## src/rtl/flg_pkg.sv

```systemverilog
// Shared types, constants and helper functions for the stereo flanger.
package flg_pkg;

  localparam int DelayDepthDefault = 512;
  localparam int SampleRateDefault = 48000;

  localparam int DataW    = 24;
  localparam int RateW    = 14;
  localparam int CtlW     = 16;
  localparam int PhaseW   = 32;
  localparam int DelayW   = 26;
  localparam int CfgIdxW  = 2;
  localparam int CfgDataW = 16;
  localparam int QueueDepth = 2;

  localparam logic [RateW-1:0] RateMin = 14'd10;
  localparam logic [RateW-1:0] RateMax = 14'd10000;
  localparam logic [CtlW-1:0] UnityQ15 = 16'h8000;
  localparam logic signed [CtlW-1:0] FbMax = 16'sd31130;
  localparam logic signed [CtlW-1:0] FbMin = -16'sd31130;
  localparam logic signed [17:0] WetGain = 18'sd23170;

  localparam logic [15:0] CoeffReset = 16'd679;
  localparam logic [6:0] MinDelayReset = 7'd24;
  localparam logic [8:0] MaxSweepReset = 9'd360;
  localparam logic [DelayW-1:0] DelayReset = 26'd6291456;

  localparam logic [15:0] QuarterSine [0:32] = '{
    16'd0, 16'd1608, 16'd3212, 16'd4808, 16'd6393, 16'd7962, 16'd9512, 16'd11039,
    16'd12539, 16'd14010, 16'd15446, 16'd16846, 16'd18204, 16'd19519, 16'd20787,
    16'd22005, 16'd23170, 16'd24279, 16'd25329, 16'd26319, 16'd27245, 16'd28105,
    16'd28898, 16'd29621, 16'd30273, 16'd30852, 16'd31356, 16'd31785, 16'd32137,
    16'd32412, 16'd32609, 16'd32728, 16'd32767};

  typedef enum logic [CfgIdxW-1:0] {
    CFG_COEFF     = 2'd0,
    CFG_MIN_DELAY = 2'd1,
    CFG_MAX_SWEEP = 2'd2
  } cfg_idx_t;

  typedef struct packed {
    logic signed [DataW-1:0] left_in;
    logic signed [DataW-1:0] right_in;
    logic [RateW-1:0]        lfo_rate;
    logic [CtlW-1:0]         sweep_depth;
    logic signed [CtlW-1:0]  feedback_gain;
    logic [CtlW-1:0]         wet_blend;
  } in_t;

  typedef struct packed {
    logic signed [DataW-1:0] left_out;
    logic signed [DataW-1:0] right_out;
  } out_t;

  typedef struct packed {
    logic signed [DataW-1:0] dry_l;
    logic signed [DataW-1:0] dry_r;
    logic [PhaseW-1:0]       phase_inc;
    logic [CtlW-1:0]         depth;
    logic signed [CtlW-1:0]  fb;
    logic [CtlW-1:0]         mix;
  } work_t;

  typedef enum logic [1:0] {
    F_IDLE,
    F_DIV,
    F_PUSH
  } front_state_t;

  typedef enum logic [4:0] {
    S_IDLE, S_SIN, S_DS, S_TL, S_TG, S_SD, S_ADR, S_ADB, S_IL, S_IR,
    S_FL, S_FR, S_WL, S_WR, S_ML, S_MR, S_OR, S_DONE
  } core_state_t;

  function automatic logic [15:0] quarter_sine(input logic [5:0] idx);
    logic [15:0] v;
    if (idx > 6'd32) begin
      v = QuarterSine[32];
    end else begin
      v = QuarterSine[idx];
    end
    return v;
  endfunction

  function automatic logic signed [DataW-1:0] sat24(input logic signed [27:0] x);
    logic signed [DataW-1:0] v;
    if (x > 28'sd8388607) begin
      v = 24'sh7FFFFF;
    end else if (x < -28'sd8388608) begin
      v = 24'sh800000;
    end else begin
      v = x[DataW-1:0];
    end
    return v;
  endfunction

endpackage

```

## src/rtl/flg_queue.sv

```systemverilog
// Two-entry queue that carries clamped work items from the front end to the core.
module flg_queue (
  input  logic          clk,
  input  logic          rst,
  input  logic          push,
  input  flg_pkg::work_t push_data,
  output logic          full,
  input  logic          pop,
  output logic          valid,
  output flg_pkg::work_t head
);

  flg_pkg::work_t entries [flg_pkg::QueueDepth];
  logic       wptr;
  logic       rptr;
  logic [1:0] count;

  assign full  = (count == 2'(flg_pkg::QueueDepth));
  assign valid = (count != 2'd0);
  assign head  = entries[rptr];

  always_ff @(posedge clk) begin
    if (push) begin
      entries[wptr] <= push_data;
    end
  end

  always_ff @(posedge clk) begin
    if (rst) begin
      wptr  <= 1'b0;
      rptr  <= 1'b0;
      count <= 2'd0;
    end else begin
      if (push) begin
        wptr <= ~wptr;
      end
      if (pop) begin
        rptr <= ~rptr;
      end
      count <= count + 2'(push) - 2'(pop);
    end
  end

  assert property (@(posedge clk) disable iff (rst) push |-> !full)
    else $error("Queue written while full.");
  assert property (@(posedge clk) disable iff (rst) pop |-> count != 2'd0)
    else $error("Queue read while empty.");
  assert property (@(posedge clk) disable iff (rst) count <= 2'(flg_pkg::QueueDepth))
    else $error("Queue count beyond its depth.");

endmodule

```

## config.mk

```make
export PLATFORM = sky130hd
export DESIGN_NAME = flg_queue
export DESIGN_NICKNAME = d
export VERILOG_FILES = /design/src/rtl/flg_pkg.sv /design/src/rtl/flg_queue.sv
export SDC_FILE = /design/constraint.sdc
export NUM_CORES = 1
export LEC_CHECK = 0
export BUFFER_PORTS_ARGS = -buffer_cell sky130_fd_sc_hd__buf_2
export CORE_MARGIN = 10
export CORE_UTILIZATION = 35
export CTS_CLUSTER_SIZE = 12
export DETAILED_ROUTE_END_ITERATION = 8
export RECOVER_POWER = 50
export SYNTH_ARGS = -nofsm -noshare
export SYNTH_HDL_FRONTEND = slang
export SYNTH_SLANG_ARGS = --single-unit
```

## constraint.sdc

```tcl
create_clock -name clk -period 8.6 [get_ports clk]
set_input_delay 0.43 -clock clk [delete_from_list [all_inputs] [get_ports clk]]
set_output_delay 0.43 -clock clk [all_outputs]
set_load 0.01 [all_outputs]
```

==> impl_metrics.yaml <==
run_status:
  status: "complete, but fails checks"
  violations: "capacitance limit, slew limit"
sta:
  worst_slew_pin_slew_ns: 3.89
  fin_crit_ns: 4.79
  final_hold_viol_count: 0
  fin_crit_sh_pct: 55.7
  slew_violations: 120
  skew_ns: 0.0121
  rsz0062_at_grt: "no"
  slew_headroom_pct: -160
  max_freq_ghz: 0.209
  whs_ns: 0.0903
  setup_viol: 0
  finalSetupTns_ns: 0
setup_path:
  worst_setup_path_start_kind: "register"
  reg2reg_depth: 2
  worst-setup-path-type: "reg -> reg"
  cp_cell_sequence: "and2_0 > buf_4"
  worstPathRequired_ns: 8.74
  max_stage_delay_ns: 2.80
  crit_family: "simple AND/OR/NAND/NOR gates"
  critPathCaptureType: "register"
  worstPathArrival_ns: 4.93
  crit_buf_inv: 1
  timing.rr.start: "wptr"
  r2r_end: "entries[1][4]"
  critPathMaxFanout: 69
  slowest_stage: "and2_0"
  r2r_slack_ns: 3.81
logic_synthesis:
  synth_top_area_cell: "edfxtp_1"
  netlist_area_um2: 9530
  synthArstFlopShare_pct: 0
  synth_area_per_cell_um2: 22.7
  synth_flop_cell: "edfxtp_1"
  yosysWarnings: 0
  synth_commonest_cells: "edfxtp_1, mux2_2, clkbuf_8, buf_6, dfxtp_1"
  synth_top_area_share_pct: 80.7
  ys_seq_area_share_pct: 81.8
  synth_edf_count: 256
  syn_nets: 553
  synth-seq-cells: 261
  synth.area.top_cells: "edfxtp_1, mux2_2, clkbuf_8, dfxtp_1, buf_6"
  yosysMostFrequentCell: "edfxtp_1"
  ys_types: 13
  syn_inst: 419
layout:
  final_cell_count_no_fill: 1054
  fin_area_um2: 11800
  layout-drive-gt1-share_pct: 48.0
  area_growth_pct: 23.5
  final_nets: 833
  n_antenna_cell: 0
grt:
  grt_max_degree: 72
  grt_pass1_vias: 5317
  track_usage_pct: 11.2
  antenna_found_initial: 1
  grt.overflow.total: 0
  grt_pass1_wl_um: 30000
min_path:
  holdPathStages: 1
  hold_path.startpoint: "push_data[103]"
  hold_path_end: "entries[0][103]"
  hold_class: "in -> reg"
die:
  coreArea_um2: 26900
  die_h_um: 185
  start_util_pct: 35.4
  die-area_um2: 34200
  rows: 60
  die_w_um: 185
  io_pins: 262
placement:
  dp_hpwl_um: 14100
  gp_congestion: 0.739
  dpl.cell_count: 1011
  dpl-instance-area_um2: 11100
  port_buffers: 261
clock_network:
  clk_pin_slew_ns: 0.06
  cts_tree: "done"
  hold_buffers: 0
  root_buffer: "clkbuf_16"
  cts.sink_count: 261
  cts_made_buffers: 27
  cts-htree-levels: 1
  clk_latency_ns: 0.53
  clock_path_buffers: 3
  cts_setup_buffers: 0
  ctsResizeCount: 0
detailed_routing:
  drt_iter0_markers: 162
  wl_um: 20400
  ant_nets: 0
  drc: 0
  drt-vias-per-instance: 4.53
  drtPass1Iterations: 4
  vias: 4778
  wl_per_cell_um: 19.3
run:
  maxCapViolCount: 2
power_and_ir_drop:
  vdd_drop_max_mv: 0.152
  power_mw: 2.82
  p_per_area_nw_per_um2: 239
  leakagePower_nw: 4.16
state kept, by name, indices dropped and copies added (netlist names), named ones only:
signal   count
count        2
wptr         1
entries    256
rptr         1
worst register-to-register path, cell delays in order (launching register included):
cell and delay (ns):
dfxtp_1 0.40, and2_0 2.80, buf_4 1.11
per-stage QoR:
step / utilization (%) / worst slack, ns
after global placement: 41.4 / 5.81
after detailed placement: 41.4 / 5.76
after CTS: 44.2 / 5.19
after floorplan: - / 1.98
final: 43.8 / 3.81
after global routing: 43.8 / 3.24
how the worst max path moves through the flow:
stage | from | endpoint | cells past startpoint
2_1_floorplan | wptr | entries[0][0] | 1
3_3_place_gp | register | head[56] | 3
3_5_place_dp | register | head[49] | 3
4_1_cts | register | head[49] | 3
5_1_grt | wptr | entries[1][111] | 2
6_report | wptr | entries[1][4] | 2
routing by layer:
layer / share of wire, % / GRT usage [%] / vias up
li1: - / - / 2219
met1: 39 / 12.5 / 2335
met2: 49 / 18.9 / 185
met3: 9.7 / 4.64 / 37
met4: 2.7 / 3.41 / 2
met5: 0.064 / 0 / -
where the power goes:
part | internal [mW] | switching (mW) | leakage [nW]
clock network | 0.566 | 0.435 | 0.357
logic | 0.137 | 0.160 | 1.36
registers | 1.49 | 0.0271 | 2.44
layout make-up:
class	instances	area (µm²)
clock buffer	33	698
tap	341	427
sequential	261	7790
inverter	2	7.51
clock inverter	10	46.3
fill	2435	15100
timing repair buffer	265	1230
multi-input combinational	142	1560
cell usage in the layout, fill, tap and decap left out, drive strengths merged:
cell type  synthesis  final
dfxtp              5      5
clkinvlp           0      1
clkinv             0      8
xnor3              1      1
nor2b              3      3
or2                1      1
and2               1      1
xnor2              2      2
clkbuf             8    115
edfxtp           256    256
inv                2      3
buf                6    183
mux2             128    128
nor2               4      4
ha                 2      2
logic make-up after synthesis:
kind of cell,share of synthesized area (%)
buf+inv,1.94
xor+xnor,0.420
simple gates,0.486
mux,15.1
fa+ha+maj,0.263
flops,81.8
(Power assumes the default switching activity.)
