[src/rtl/flg_pkg.sv]
// Shared types, constants and helper functions for the stereo flanger.
package flg_pkg;

  localparam int DelayDepthDefault = 512;
  localparam int SampleRateDefault = 48000;

  localparam int DataW    = 24;
  localparam int RateW    = 14;
  localparam int CtlW     = 16;
  localparam int PhaseW   = 32;
  localparam int DelayW   = 26;
  localparam int CfgIdxW  = 2;
  localparam int CfgDataW = 16;
  localparam int QueueDepth = 2;

  localparam logic [RateW-1:0] RateMin = 14'd10;
  localparam logic [RateW-1:0] RateMax = 14'd10000;
  localparam logic [CtlW-1:0] UnityQ15 = 16'h8000;
  localparam logic signed [CtlW-1:0] FbMax = 16'sd31130;
  localparam logic signed [CtlW-1:0] FbMin = -16'sd31130;
  localparam logic signed [17:0] WetGain = 18'sd23170;

  localparam logic [15:0] CoeffReset = 16'd679;
  localparam logic [6:0] MinDelayReset = 7'd24;
  localparam logic [8:0] MaxSweepReset = 9'd360;
  localparam logic [DelayW-1:0] DelayReset = 26'd6291456;

  localparam logic [15:0] QuarterSine [0:32] = '{
    16'd0, 16'd1608, 16'd3212, 16'd4808, 16'd6393, 16'd7962, 16'd9512, 16'd11039,
    16'd12539, 16'd14010, 16'd15446, 16'd16846, 16'd18204, 16'd19519, 16'd20787,
    16'd22005, 16'd23170, 16'd24279, 16'd25329, 16'd26319, 16'd27245, 16'd28105,
    16'd28898, 16'd29621, 16'd30273, 16'd30852, 16'd31356, 16'd31785, 16'd32137,
    16'd32412, 16'd32609, 16'd32728, 16'd32767};

  typedef enum logic [CfgIdxW-1:0] {
    CFG_COEFF     = 2'd0,
    CFG_MIN_DELAY = 2'd1,
    CFG_MAX_SWEEP = 2'd2
  } cfg_idx_t;

  typedef struct packed {
    logic signed [DataW-1:0] left_in;
    logic signed [DataW-1:0] right_in;
    logic [RateW-1:0]        lfo_rate;
    logic [CtlW-1:0]         sweep_depth;
    logic signed [CtlW-1:0]  feedback_gain;
    logic [CtlW-1:0]         wet_blend;
  } in_t;

  typedef struct packed {
    logic signed [DataW-1:0] left_out;
    logic signed [DataW-1:0] right_out;
  } out_t;

  typedef struct packed {
    logic signed [DataW-1:0] dry_l;
    logic signed [DataW-1:0] dry_r;
    logic [PhaseW-1:0]       phase_inc;
    logic [CtlW-1:0]         depth;
    logic signed [CtlW-1:0]  fb;
    logic [CtlW-1:0]         mix;
  } work_t;

  typedef enum logic [1:0] {
    F_IDLE,
    F_DIV,
    F_PUSH
  } front_state_t;

  typedef enum logic [4:0] {
    S_IDLE, S_SIN, S_DS, S_TL, S_TG, S_SD, S_ADR, S_ADB, S_IL, S_IR,
    S_FL, S_FR, S_WL, S_WR, S_ML, S_MR, S_OR, S_DONE
  } core_state_t;

  function automatic logic [15:0] quarter_sine(input logic [5:0] idx);
    logic [15:0] v;
    if (idx > 6'd32) begin
      v = QuarterSine[32];
    end else begin
      v = QuarterSine[idx];
    end
    return v;
  endfunction

  function automatic logic signed [DataW-1:0] sat24(input logic signed [27:0] x);
    logic signed [DataW-1:0] v;
    if (x > 28'sd8388607) begin
      v = 24'sh7FFFFF;
    end else if (x < -28'sd8388608) begin
      v = 24'sh800000;
    end else begin
      v = x[DataW-1:0];
    end
    return v;
  endfunction

endpackage

[src/rtl/flg_front.sv]
// Front end: accepts input transactions, clamps controls and derives the phase increment.
module flg_front #(
  parameter int SAMPLE_RATE = flg_pkg::SampleRateDefault
) (
  input  logic           clk,
  input  logic           rst,
  input  logic           in_valid,
  output logic           in_ready,
  input  flg_pkg::in_t   in_data,
  output logic           push,
  output flg_pkg::work_t push_data,
  input  logic           full
);

  // Phase increment is floor(rate * 2^32 / (1000 * SAMPLE_RATE)), formed as a
  // multiplication by a rounded-up reciprocal that is exact for every 14-bit rate.
  localparam int PhW = flg_pkg::PhaseW;
  localparam int RecipShift = 42;
  localparam logic [79:0] DivC = 80'(1000 * SAMPLE_RATE);
  localparam logic [79:0] Recip = ((80'd1 << (PhW + RecipShift)) + DivC - 80'd1) / DivC;
  localparam logic [25:0] RecipLo = Recip[25:0];
  localparam logic [25:0] RecipHi = Recip[51:26];
  localparam int DivCycles = 2;
  localparam int CntW = $clog2(DivCycles);
  localparam logic [CntW-1:0] CntLast = CntW'(DivCycles - 1);

  flg_pkg::front_state_t state, state_next;
  flg_pkg::work_t item;
  logic [flg_pkg::RateW-1:0] rate;
  logic [39:0] part;
  logic [39:0] lo_prod;
  logic [CntW-1:0] cnt;

  logic [flg_pkg::RateW-1:0] rate_c;
  logic [flg_pkg::CtlW-1:0] depth_c, mix_c;
  logic signed [flg_pkg::CtlW-1:0] fb_c;
  logic accept;

  assign part = 40'(rate) * 40'((cnt == CntLast) ? RecipHi : RecipLo);

  always_comb begin
    rate_c = in_data.lfo_rate;
    if (rate_c < flg_pkg::RateMin) begin
      rate_c = flg_pkg::RateMin;
    end else if (rate_c > flg_pkg::RateMax) begin
      rate_c = flg_pkg::RateMax;
    end
    depth_c = (in_data.sweep_depth > flg_pkg::UnityQ15) ? flg_pkg::UnityQ15
                                                         : in_data.sweep_depth;
    mix_c = (in_data.wet_blend > flg_pkg::UnityQ15) ? flg_pkg::UnityQ15 : in_data.wet_blend;
    fb_c = in_data.feedback_gain;
    if (fb_c > flg_pkg::FbMax) begin
      fb_c = flg_pkg::FbMax;
    end else if (fb_c < flg_pkg::FbMin) begin
      fb_c = flg_pkg::FbMin;
    end
  end

  assign accept    = in_valid && in_ready;
  assign push_data = item;

  always_comb begin
    state_next = state;
    in_ready   = 1'b0;
    push       = 1'b0;
    unique case (state)
      flg_pkg::F_IDLE: begin
        in_ready = 1'b1;
        if (in_valid) begin
          state_next = flg_pkg::F_DIV;
        end
      end
      flg_pkg::F_DIV: begin
        if (cnt == CntLast) begin
          state_next = flg_pkg::F_PUSH;
        end
      end
      flg_pkg::F_PUSH: begin
        if (!full) begin
          push       = 1'b1;
          state_next = flg_pkg::F_IDLE;
        end
      end
      default: state_next = flg_pkg::F_IDLE;
    endcase
  end

  always_ff @(posedge clk) begin
    if (rst) begin
      state <= flg_pkg::F_IDLE;
    end else begin
      state <= state_next;
    end
  end

  always_ff @(posedge clk) begin
    if (accept) begin
      item.dry_l <= in_data.left_in;
      item.dry_r <= in_data.right_in;
      item.depth <= depth_c;
      item.fb    <= fb_c;
      item.mix   <= mix_c;
      rate       <= rate_c;
      cnt        <= '0;
    end else if (state == flg_pkg::F_DIV) begin
      if (cnt == CntLast) begin
        item.phase_inc <= PhW'(({part, 26'b0} + 66'(lo_prod)) >> RecipShift);
      end else begin
        lo_prod <= part;
      end
      cnt <= cnt + 1'b1;
    end
  end

endmodule

[config.mk]
export PLATFORM = sky130hd
export DESIGN_NAME = flg_front
export DESIGN_NICKNAME = d
export VERILOG_FILES = /design/src/rtl/flg_pkg.sv /design/src/rtl/flg_front.sv
export SDC_FILE = /design/constraint.sdc
export NUM_CORES = 1
export LEC_CHECK = 0
export BUFFER_PORTS_ARGS = -buffer_cell sky130_fd_sc_hd__buf_2
export CAP_MARGIN = 20
export CORE_MARGIN = 2
export CORE_UTILIZATION = 45
export DETAILED_ROUTE_END_ITERATION = 6
export PLACE_DENSITY = 0.72
export SYNTH_ARGS = -nofsm -noshare
export SYNTH_HDL_FRONTEND = slang
export SYNTH_SLANG_ARGS = --single-unit
[constraint.sdc]
create_clock -name clk -period 11.25 [get_ports clk]
set_input_delay 0.5625 -clock clk [delete_from_list [all_inputs] [get_ports clk]]
set_output_delay 0.5625 -clock clk [all_outputs]
set_load 0.005 [all_outputs]
==> results of run 1 <==
worst max-delay path, cell delays in order, from the launching register on:
cell	delay, ns
dfxtp_1	0.45
buf_16	0.21
nand2_1	0.11
xor2_1	0.30
inv_1	0.21
ha_1	0.31
inv_1	0.05
fa_1	0.48
inv_1	0.06
fa_1	0.51
fa_1	0.52
fa_1	0.54
inv_1	0.05
fa_1	0.50
inv_1	0.04
ha_1	0.40
a21oi_1	0.12
o21ai_1	0.28
nor2_1	0.10
a31oi_1	0.47
nor4b_1	0.13
a311o_1	0.40
inv_1	0.11
nand3_1	0.19
nor4_4	0.48
nand3_1	0.16
xnor2_1	0.17
cell families after synthesis:
family,count (synthesis),share of synthesized area
AO/OA/AOI/OAI,148,0.0707
XOR/XNOR,50,0.0326
adder cells (fa/ha/maj),306,0.381
buffers and inverters,283,0.0835
flip-flops,145,0.322
other,2,0.000559
AND/OR/NAND/NOR,273,0.110
registers in the layout, indices dropped and copies added, names as in the netlist:
| signal | flops |
|---|---|
| rate | 14 |
| cnt | 1 |
| lo_prod | 10 |
| push_data | 118 |
| state | 2 |
cells in the final DEF (no fill, tap or decap), types with 4 or more instances in the layout:
master | Yosys | routed
and3_1 | 9 | 9
inv_6 | 0 | 6
nor3_1 | 13 | 13
xnor2_1 | 30 | 30
xor2_1 | 20 | 20
nand2_1 | 60 | 60
nand4_1 | 17 | 17
nor4_1 | 8 | 8
clkbuf_16 | 0 | 17
o21bai_1 | 4 | 4
edfxtp_1 | 142 | 142
nand2b_1 | 14 | 14
a21oi_1 | 46 | 46
nor2_1 | 50 | 50
o21a_1 | 5 | 5
fa_1 | 173 | 173
a21o_1 | 14 | 14
nor2b_1 | 46 | 46
or2_2 | 8 | 8
o21ai_1 | 12 | 12
a31oi_1 | 9 | 9
buf_2 | 9 | 233
and2_1 | 11 | 10
ha_1 | 133 | 133
o21ai_0 | 25 | 25
inv_1 | 244 | 244
a211oi_1 | 5 | 5
conb_1 | 2 | 22
nand3_1 | 16 | 16
through the flow:
stage | std cells | utilization
floorplan | 1227 | -
CTS | 1844 | 0.528
detailed placement | 1812 | 0.507
global route | 1846 | 0.529
finish | 1846 | 0.529
global placement | 1812 | 0.507
worst max-delay path by stage:
stage | startpoint | slack, ns | endpoint | depth (start not counted)
floorplan | cnt | 4.41 | push_data[68] | 26
CTS | cnt | 3.13 | push_data[67] | 22
global placement | cnt | 3.38 | push_data[68] | 24
global route | cnt | 3.10 | push_data[67] | 25
detailed placement | cnt | 3.18 | push_data[67] | 22
finish | cnt | 3.63 | push_data[67] | 26
per-layer routing:
layer  up-vias  wire length, um
met5         -                0
met4         0              776
met3        45             2280
met2       363            16800
met1      4732            13300
li1       4426                -
cell type report:
cell class / instances / area, sq um
fillers: 2575 / 13900
multi-input cells: 799 / 8070
flip-flops and latches: 145 / 4320
repair buffers: 236 / 1210
inverters: 244 / 916
well taps: 390 / 488
clock buffers: 17 / 425
clock inverters: 15 / 195
==> key figures, run 1 <==
Floorplanning
  • Core area: 29600 sq um
  • I/O pins: approximately 240
  • Die X: between 150 and 200 um
  • Initial Util: 0.455
  • Num rows: 63
  • Die height: 177 um
  • Die area: about 31000 sq um

Global route
  • Largest net degree at the start of global routing: 57
  • First-pass GRT wire length: about 52000 um
  • Met3 Usage GRT: 0.0533
  • Vias in the first global route: 9820
  • Total track usage: 0.219
  • GR met1 Demand/Resource: 0.271
  • M2 GR Usage: 0.379
  • GRT Residual Overflow: 0
  • GRT Max-Usage Layer: met2
  • Initial antenna violation count: 0

STA
  • Period utilisation layout: 0.677
  • Fmax: 131 MHz
  • # setup viols final: 0
  • Final hold violations: 0
  • Max_slew headroom: 0.319
  • Final slew viol count: 0
  • Period minus WS final: approximately 7.6 ns
  • Clock skew: around 0.017 ns
  • Unrepaired setup endpoints after global routing: false
  • Setup tns final: 0 ns
  • Slew @ Worst Pin: approximately 1 ns
  • Setup ws final: ~3.6 ns
  • Hold_ws: ~0.30 ns

Critical path
  • Worst setup EP type: register
  • CP Class: register to register
  • FF-to-FF setup slack: between 3 and 4 ns
  • Reg2Reg Launch Point: cnt
  • R2R cell count: 26
  • CP Launch Type: register
  • Crit-path max FO: 30
  • Worst path required time: between 10 and 15 ns
  • Worst R2R End: push_data[67]
  • CP arrival: between 7 and 8 ns

Clocking
  • Clock transition at path regs: ~0.07 ns
  • Max Root-Sink Buffers: 2
  • Clk Latency, worst-skew pair: about 0.44 ns
  • CTS tree: yes
  • CTS Buf Count: 17
  • Clock Sinks: approximately 150
  • Setup repair bufs after CTS: 0
  • H-Tree Depth: 4
  • Clk root buf: clkbuf_16
  • Hold bufs inserted after CTS: 0
  • Post-CTS resize count: 0

Placement
  • Buffers on Ports: about 230
  • Setup WS pre-CTS: approximately 3.2 ns
  • Gpl congestion: 0.954
  • DP HPWL: 28200 um
  • Dpl cell area: 15000 sq um

Yosys
  • Post-synth ARST share: 0
  • Synthesized flop and latch total: 145
  • Avg Inst Size Synth: roughly 11 sq um
  • Yosys warnings: 0
  • Top cells by area, synth: edfxtp_1 (32%), fa_1 (26%), ha_1 (12%), inv_1 (6.8%), nor2b_1 (2.1%)
  • Post-synth top area cell: edfxtp_1
  • Distinct cell type count after synthesis: between 60 and 70
  • Synthesized area: 13400 sq um
  • Commonest cells in the netlist: inv_1 (244), fa_1 (173), edfxtp_1 (142)
  • Synthesized instance count: ~1200
  • Synth top area share: 0.317
  • Post-synth EDFFs: between 100 and 150
  • Top-count cell post-synth: inv_1
  • Sequential share of the synthesized area: 0.322
  • Post-synth top flop: edfxtp_1

Cells and area
  • Ant. Diodes: 0
  • Layout cells sized above 1: 0.198
  • Nets@finish: roughly 1900
  • Final instance area: 15600 sq um
  • Area growth syn-to-layout: 16.3%

Drt
  • First-pass DRT Iterations: 7
  • Drt drc: 0
  • Avg WL per Cell: around 18 um
  • Via/cell ratio: slightly above 5
  • Via Count: around 9600
  • Initial DRC count: between 600 and 700
  • ANT nets after route: 0
  • Total Routed Length: roughly 33000 um

Worst hold path
  • Hold depth: 1
  • Hold Crit Start: in_data[98]
  • Hold WC Path Type: input port to register
  • Hold EP: push_data[116]

Run status
  • Outcome: finished clean

Flow run
  • Max-cap viol count: 0
Power of run 1 is not shown: default switching activity piles up to over one toggle a cycle in this logic, so the estimate is an artifact.
==> run 2, diff against run 1 <==
==> constraint.sdc (replaced) <==
create_clock -name clk -period 7.1 [get_ports clk]
set_input_delay 0.355 -clock clk [delete_from_list [all_inputs] [get_ports clk]]
set_output_delay 0.355 -clock clk [all_outputs]
set_load 0.005 [all_outputs]
==> run 2 against run 1 <==
Global-route usage down 0.43 points; non-clock buffer count up 59; highest routed layer is now met5; clock skew about the same; register-to-register slack worse by 3.3 ns; via count up 0.59%; first-iteration DRC count down 16%; count of clock-buffer cells in the layout unchanged.
==> key figures, run 2 (synthesized netlist as in run 1, its figures left out) <==
Cells and area
  • Fin cells: 1905
  • Most frequent cells in the layout: inv_1 (243), buf_2 (233), fa_1 (172)
  • Commonest non-fill, non-tap cell in the layout: inv_1
  • Layout cells sized above 1: 0.243
  • Ant. Diodes: 0
  • Nets@finish: between 1500 and 2000
  • Area growth syn-to-layout: 19.9%
  • Max reg flops: around 120

Worst hold path
  • Hold Crit Start: in_data[82]
  • Hold WC Path Type: input port to register

Drt
  • Via/cell ratio: about 5.1
  • Via Count: 9622
  • Drt drc: 0
  • First-pass DRT Iterations: 5
  • Initial DRC count: 535
  • ANT nets after route: 0
  • Avg WL per Cell: 17.1 um
  • Top Metal Used: met5
  • Total Routed Length: around 33000 um
  • Post-Route M1 WL: about 13000 um
  • WL met2: 16500 um
  • WL met3: between 1500 and 2000 um

Clocking
  • Hold bufs inserted after CTS: 0
  • Clk Latency, worst-skew pair: approximately 0.43 ns
  • CTS tree: yes
  • H-Tree Depth: 4
  • Clock transition at path regs: roughly 0.070 ns
  • Clk root buf: clkbuf_16
  • Clock Sinks: roughly 150
  • Max Root-Sink Buffers: 2
  • CTS Buf Count: 17

Floorplanning
  • Die height: about 180 um
  • Die area: about 31000 sq um
  • Num rows: 63
  • I/O pins: about 240
  • Die X: 177 um
  • Core area: between 20000 and 30000 sq um
  • Initial Util: 0.455

Global route
  • Initial antenna violation count: 1
  • Vias in the first global route: between 9000 and 10000
  • Total track usage: 0.215
  • Largest net degree at the start of global routing: 66
  • First-pass GRT wire length: 51200 um
  • GRT Residual Overflow: 0

Placement
  • Placed cells: 1863
  • Gpl congestion: ~0.94
  • Buffers on Ports: 233
  • DP HPWL: between 20000 and 30000 um

STA
  • Period utilisation layout: 0.956
  • Max_slew headroom: 0.309
  • # setup viols final: 0
  • Clock skew: about 0.018 ns
  • Fmax: 147 MHz
  • Unrepaired setup endpoints after global routing: true
  • Period minus WS final: between 6 and 7 ns
  • Slew @ Worst Pin: about 1 ns
  • Final slew viol count: 0
  • Final hold violations: 0

Critical path
  • Worst path required time: ~7.4 ns
  • Crit-path max FO: 18
  • Critical path origin: cnt
  • CP Class: register to register
  • CP Launch Type: register
  • CP arrival: 7.04 ns
  • Worst setup EP type: register
  • Reg2Reg Launch Point: cnt

Run status
  • Outcome: finished clean

Flow run
  • Max-cap viol count: 0
==> run 2: metal layers <==
layer / GRT usage / vias up
met5: 0 / -
met4: 0.0892 / 2
met3: 0.0419 / 52
met2: 0.367 / 301
met1: 0.267 / 4715
li1: - / 4552
==> run 2: what timing repair did <==
item                       4_1_cts  5_1_grt
resized for setup                0       24
setup endpoints to repair        0       14
setup buffers                    0       10
==> run 2: stage by stage <==
stage	cell area, sq um	setup WS, ns	utilization	hold WS [ns]	TNS (ns)
2_1_floorplan	13500	0.258	-	0.424	0
3_3_place_gp	15400	0.135	0.520	0.521	0
3_5_place_dp	15400	0.0126	0.520	0.529	0
4_1_cts	16000	0.00482	0.540	0.0770	0
5_1_grt	16100	-0.0381	0.545	0.0803	-0.107
6_report	16100	0.312	0.545	0.0943	0
==> run 2: path summary, 6_finish.rpt <==
check                   endpoint  slack, ns  cells past startpoint
setup / recovery   push_data[69]       0.31                     26
hold / removal    push_data[100]       0.09                      1
setup reg to reg   push_data[69]       0.31                     26
hold reg to reg         state[1]       0.54                      2
==> run 2: worst max-delay path: stages, from the launching register on <==
cell and delay [ns]:
dfxtp_4 0.37, buf_12 0.15, nand2_1 0.12, inv_1 0.14, buf_4 0.18, fa_1 0.39
fa_1 0.58, inv_1 0.06, fa_1 0.47, inv_1 0.05, fa_1 0.53, inv_1 0.06
fa_1 0.52, inv_1 0.05, fa_1 0.47, ha_1 0.32, buf_4 0.17, o21ai_0 0.07
o21bai_1 0.11, a31oi_1 0.17, o21ai_0 0.09, a31oi_1 0.27, xnor2_1 0.20, nand3_1 0.18
buf_4 0.19, or4_4 0.44, nor4_2 0.26
==> run 2: final cells by class <==
type | instances | area, sq um
Clock buffer | 17 | 425
Fill cell | 2578 | 13400
Inverter | 244 | 916
Timing Repair Buffer | 295 | 1640
Multi-Input combinational cell | 799 | 8150
Tap cell | 390 | 488
Sequential cell | 145 | 4330
Clock inverter | 15 | 170
Power of run 2 is left out for the same reason.
==> run 3, diff against run 2 <==
--- a/config.mk
+++ b/config.mk
@@ -8,9 +8,10 @@
 export BUFFER_PORTS_ARGS = -buffer_cell sky130_fd_sc_hd__buf_2
 export CAP_MARGIN = 20
 export CORE_MARGIN = 2
-export CORE_UTILIZATION = 45
+export CORE_UTILIZATION = 58
 export DETAILED_ROUTE_END_ITERATION = 6
-export PLACE_DENSITY = 0.72
+export PLACE_DENSITY = 0.88
+export SKIP_LAST_GASP = 1
 export SYNTH_ARGS = -nofsm -noshare
 export SYNTH_HDL_FRONTEND = slang
 export SYNTH_SLANG_ARGS = --single-unit
==> run 3 against run 2 <==
Utilization increased by 18 points; worst setup slack got worse by 0.15 ns; hold slack improved by 0.0028 ns; sequential share of layout area decreased by 0.40 points; non-clock buffer count increased by 31; global-route usage increased by 7.4 points; cell count decreased by 3.8%; final area increased by 1.5%; register-to-register slack got worse by 0.15 ns; count of clock-buffer cells in the layout unchanged; via count increased by 6.1%; clock skew decreased by 0.0020 ns.
==> key figures, run 3 (synthesized netlist as in run 1, its figures left out) <==
Run status
  • Outcome: finished clean

Drt
  • Initial DRC count: about 650
  • ANT nets after route: 0
  • Drt drc: 0
  • Total Routed Length: approximately 35000 um
  • Avg WL per Cell: 19.1 um
  • Via Count: between 10000 and 15000
  • Via/cell ratio: 5.57
  • First-pass DRT Iterations: 6

Floorplanning
  • Die X: about 160 um
  • I/O pins: ~240
  • Core area: between 20000 and 25000 sq um
  • Num rows: 55
  • Initial Util: 0.592
  • Die area: 24400 sq um
  • Die height: 156 um

STA
  • Clock skew: approximately 0.016 ns
  • Period utilisation layout: 0.977
  • Fmax: between 100 and 150 MHz
  • Final slew viol count: 0
  • # setup viols final: 0
  • Final hold violations: 0
  • Max_slew headroom: 0.311
  • Slew @ Worst Pin: roughly 1.0 ns
  • Period minus WS final: ~6.9 ns
  • Unrepaired setup endpoints after global routing: true

Global route
  • Total track usage: 0.288
  • Initial antenna violation count: 1
  • Largest net degree at the start of global routing: between 80 and 90
  • First-pass GRT wire length: around 53000 um
  • GRT Residual Overflow: 0
  • Vias in the first global route: between 10000 and 15000

Worst hold path
  • Hold WC Path Type: input port to register

Critical path
  • Worst path required time: ~7.3 ns
  • CP Class: register to register
  • FF-to-FF setup slack: 0.17 ns
  • CP Launch Type: register
  • CP arrival: 7.09 ns
  • Worst setup EP type: register
  • Slowest CP cell: fa_1
  • Crit path cell chain: buf_12, and2_2, fa_2, fa_1, fa_1, fa_1, fa_1, inv_1, fa_1, inv_1, ha_2, nand2_2, buf_4, nor2_1, nor3_1, a31oi_1, nand4b_1, nor3_2, nand4_1, or2_4, nor4_2, xor2_1
  • Crit-path max FO: 21
  • Delay of the slowest cell on the worst path: approximately 0.63 ns
  • CP dominant cell by count: fa_1

Clocking
  • H-Tree Depth: 4
  • CTS Buf Count: 17
  • Clock Sinks: around 150
  • Clk Latency, worst-skew pair: about 0.43 ns
  • CTS tree: yes
  • Max Root-Sink Buffers: 2
  • Clock transition at path regs: 0.08 ns
  • Clk root buf: clkbuf_16

Cells and area
  • Filler cells: 1506
  • Nets@finish: 1953
  • Area growth syn-to-layout: 21.8%
  • Max reg flops: around 120
  • Seq. cell area: around 4300 sq um
  • Layout cells sized above 1: 0.270
  • Commonest non-fill, non-tap cell in the layout: inv_1
  • Most frequent cells in the layout: inv_1 (242), buf_2 (234), fa_1 (170)
  • Fin cells: approximately 1800
  • Multi-input logic area: approximately 8300 sq um

Placement
  • Gpl congestion: a little under 1
  • Buffers on Ports: 233
  • Placed cells: ~1800
  • DP HPWL: approximately 29000 um

Flow run
  • Max-cap viol count: 0
## run 3: cell types whose count changed in the layout (fill, tap and decap cells not counted), moves of 3 or more
cell / before / now
nor3_1: 13 / 10
nand2_1: 60 / 56
inv_6: 6 / 2
nand2_2: 0 / 4
clkinv_8: 0 / 7
buf_4: 61 / 91
## run 3: final timing paths
path,from,endpoint,depth (start not counted)
worst min-delay path,in_data[69],push_data[87],1
worst min register to register,state[1],state[1],2
worst max-delay path,cnt,push_data[62],22
worst max register to register,cnt,push_data[62],22
## run 3: through the flow
stage | setup WS, ns | TNS (ns) | hold WS, ns | area (sq um) | utilization
detailed placement | 0.0791 | 0 | 0.516 | 15500 | 0.682
global placement | 0.276 | 0 | 0.519 | 15500 | 0.682
finish | 0.166 | 0 | 0.0971 | 16400 | 0.721
floorplan | 0.258 | 0 | 0.424 | 13500 | -
global route | -0.127 | -0.533 | 0.0794 | 16400 | 0.721
CTS | 0.0375 | 0 | 0.0895 | 16100 | 0.709
## run 3: what timing repair did
| action | 4_1_cts | 5_1_grt |
|---|---|---|
| hold buffers | 0 | 0 |
| buffers inserted | 0 | 7 |
| endpoints found under the setup margin | 0 | 14 |
| gates resized for setup | 0 | 47 |
## run 3: cell type report
type,instances,share of cell area
Multi-Input combinational cell,799,0.505
Sequential cell,145,0.264
Timing Repair Buffer,326,0.115
Inverter,244,0.0560
Clock buffer,17,0.0260
Tap cell,285,0.0218
Clock inverter,15,0.0123
Antenna cell,2,0.000306
## run 3: critical path: cells and delay by family (launching register included)
| family | cells | cell delay [ns] |
|---|---|---|
| AOI/OAI and AO/OA | 1 | 0.16 |
| xor gates and xnor gates | 1 | 0.12 |
| adders and majority gates | 7 | 3.60 |
| buffers and inverters | 4 | 0.47 |
| DFF | 1 | 0.37 |
| and+or+nand+nor | 9 | 1.94 |
## run 3: per-layer routing
layer | GRT usage | share of wire
met3 | 0.0618 | 0.073
met4 | 0.130 | 0.042
met5 | 0 | 0
met1 | 0.350 | 0.38
met2 | 0.497 | 0.51
Power of run 3 is left out for the same reason.
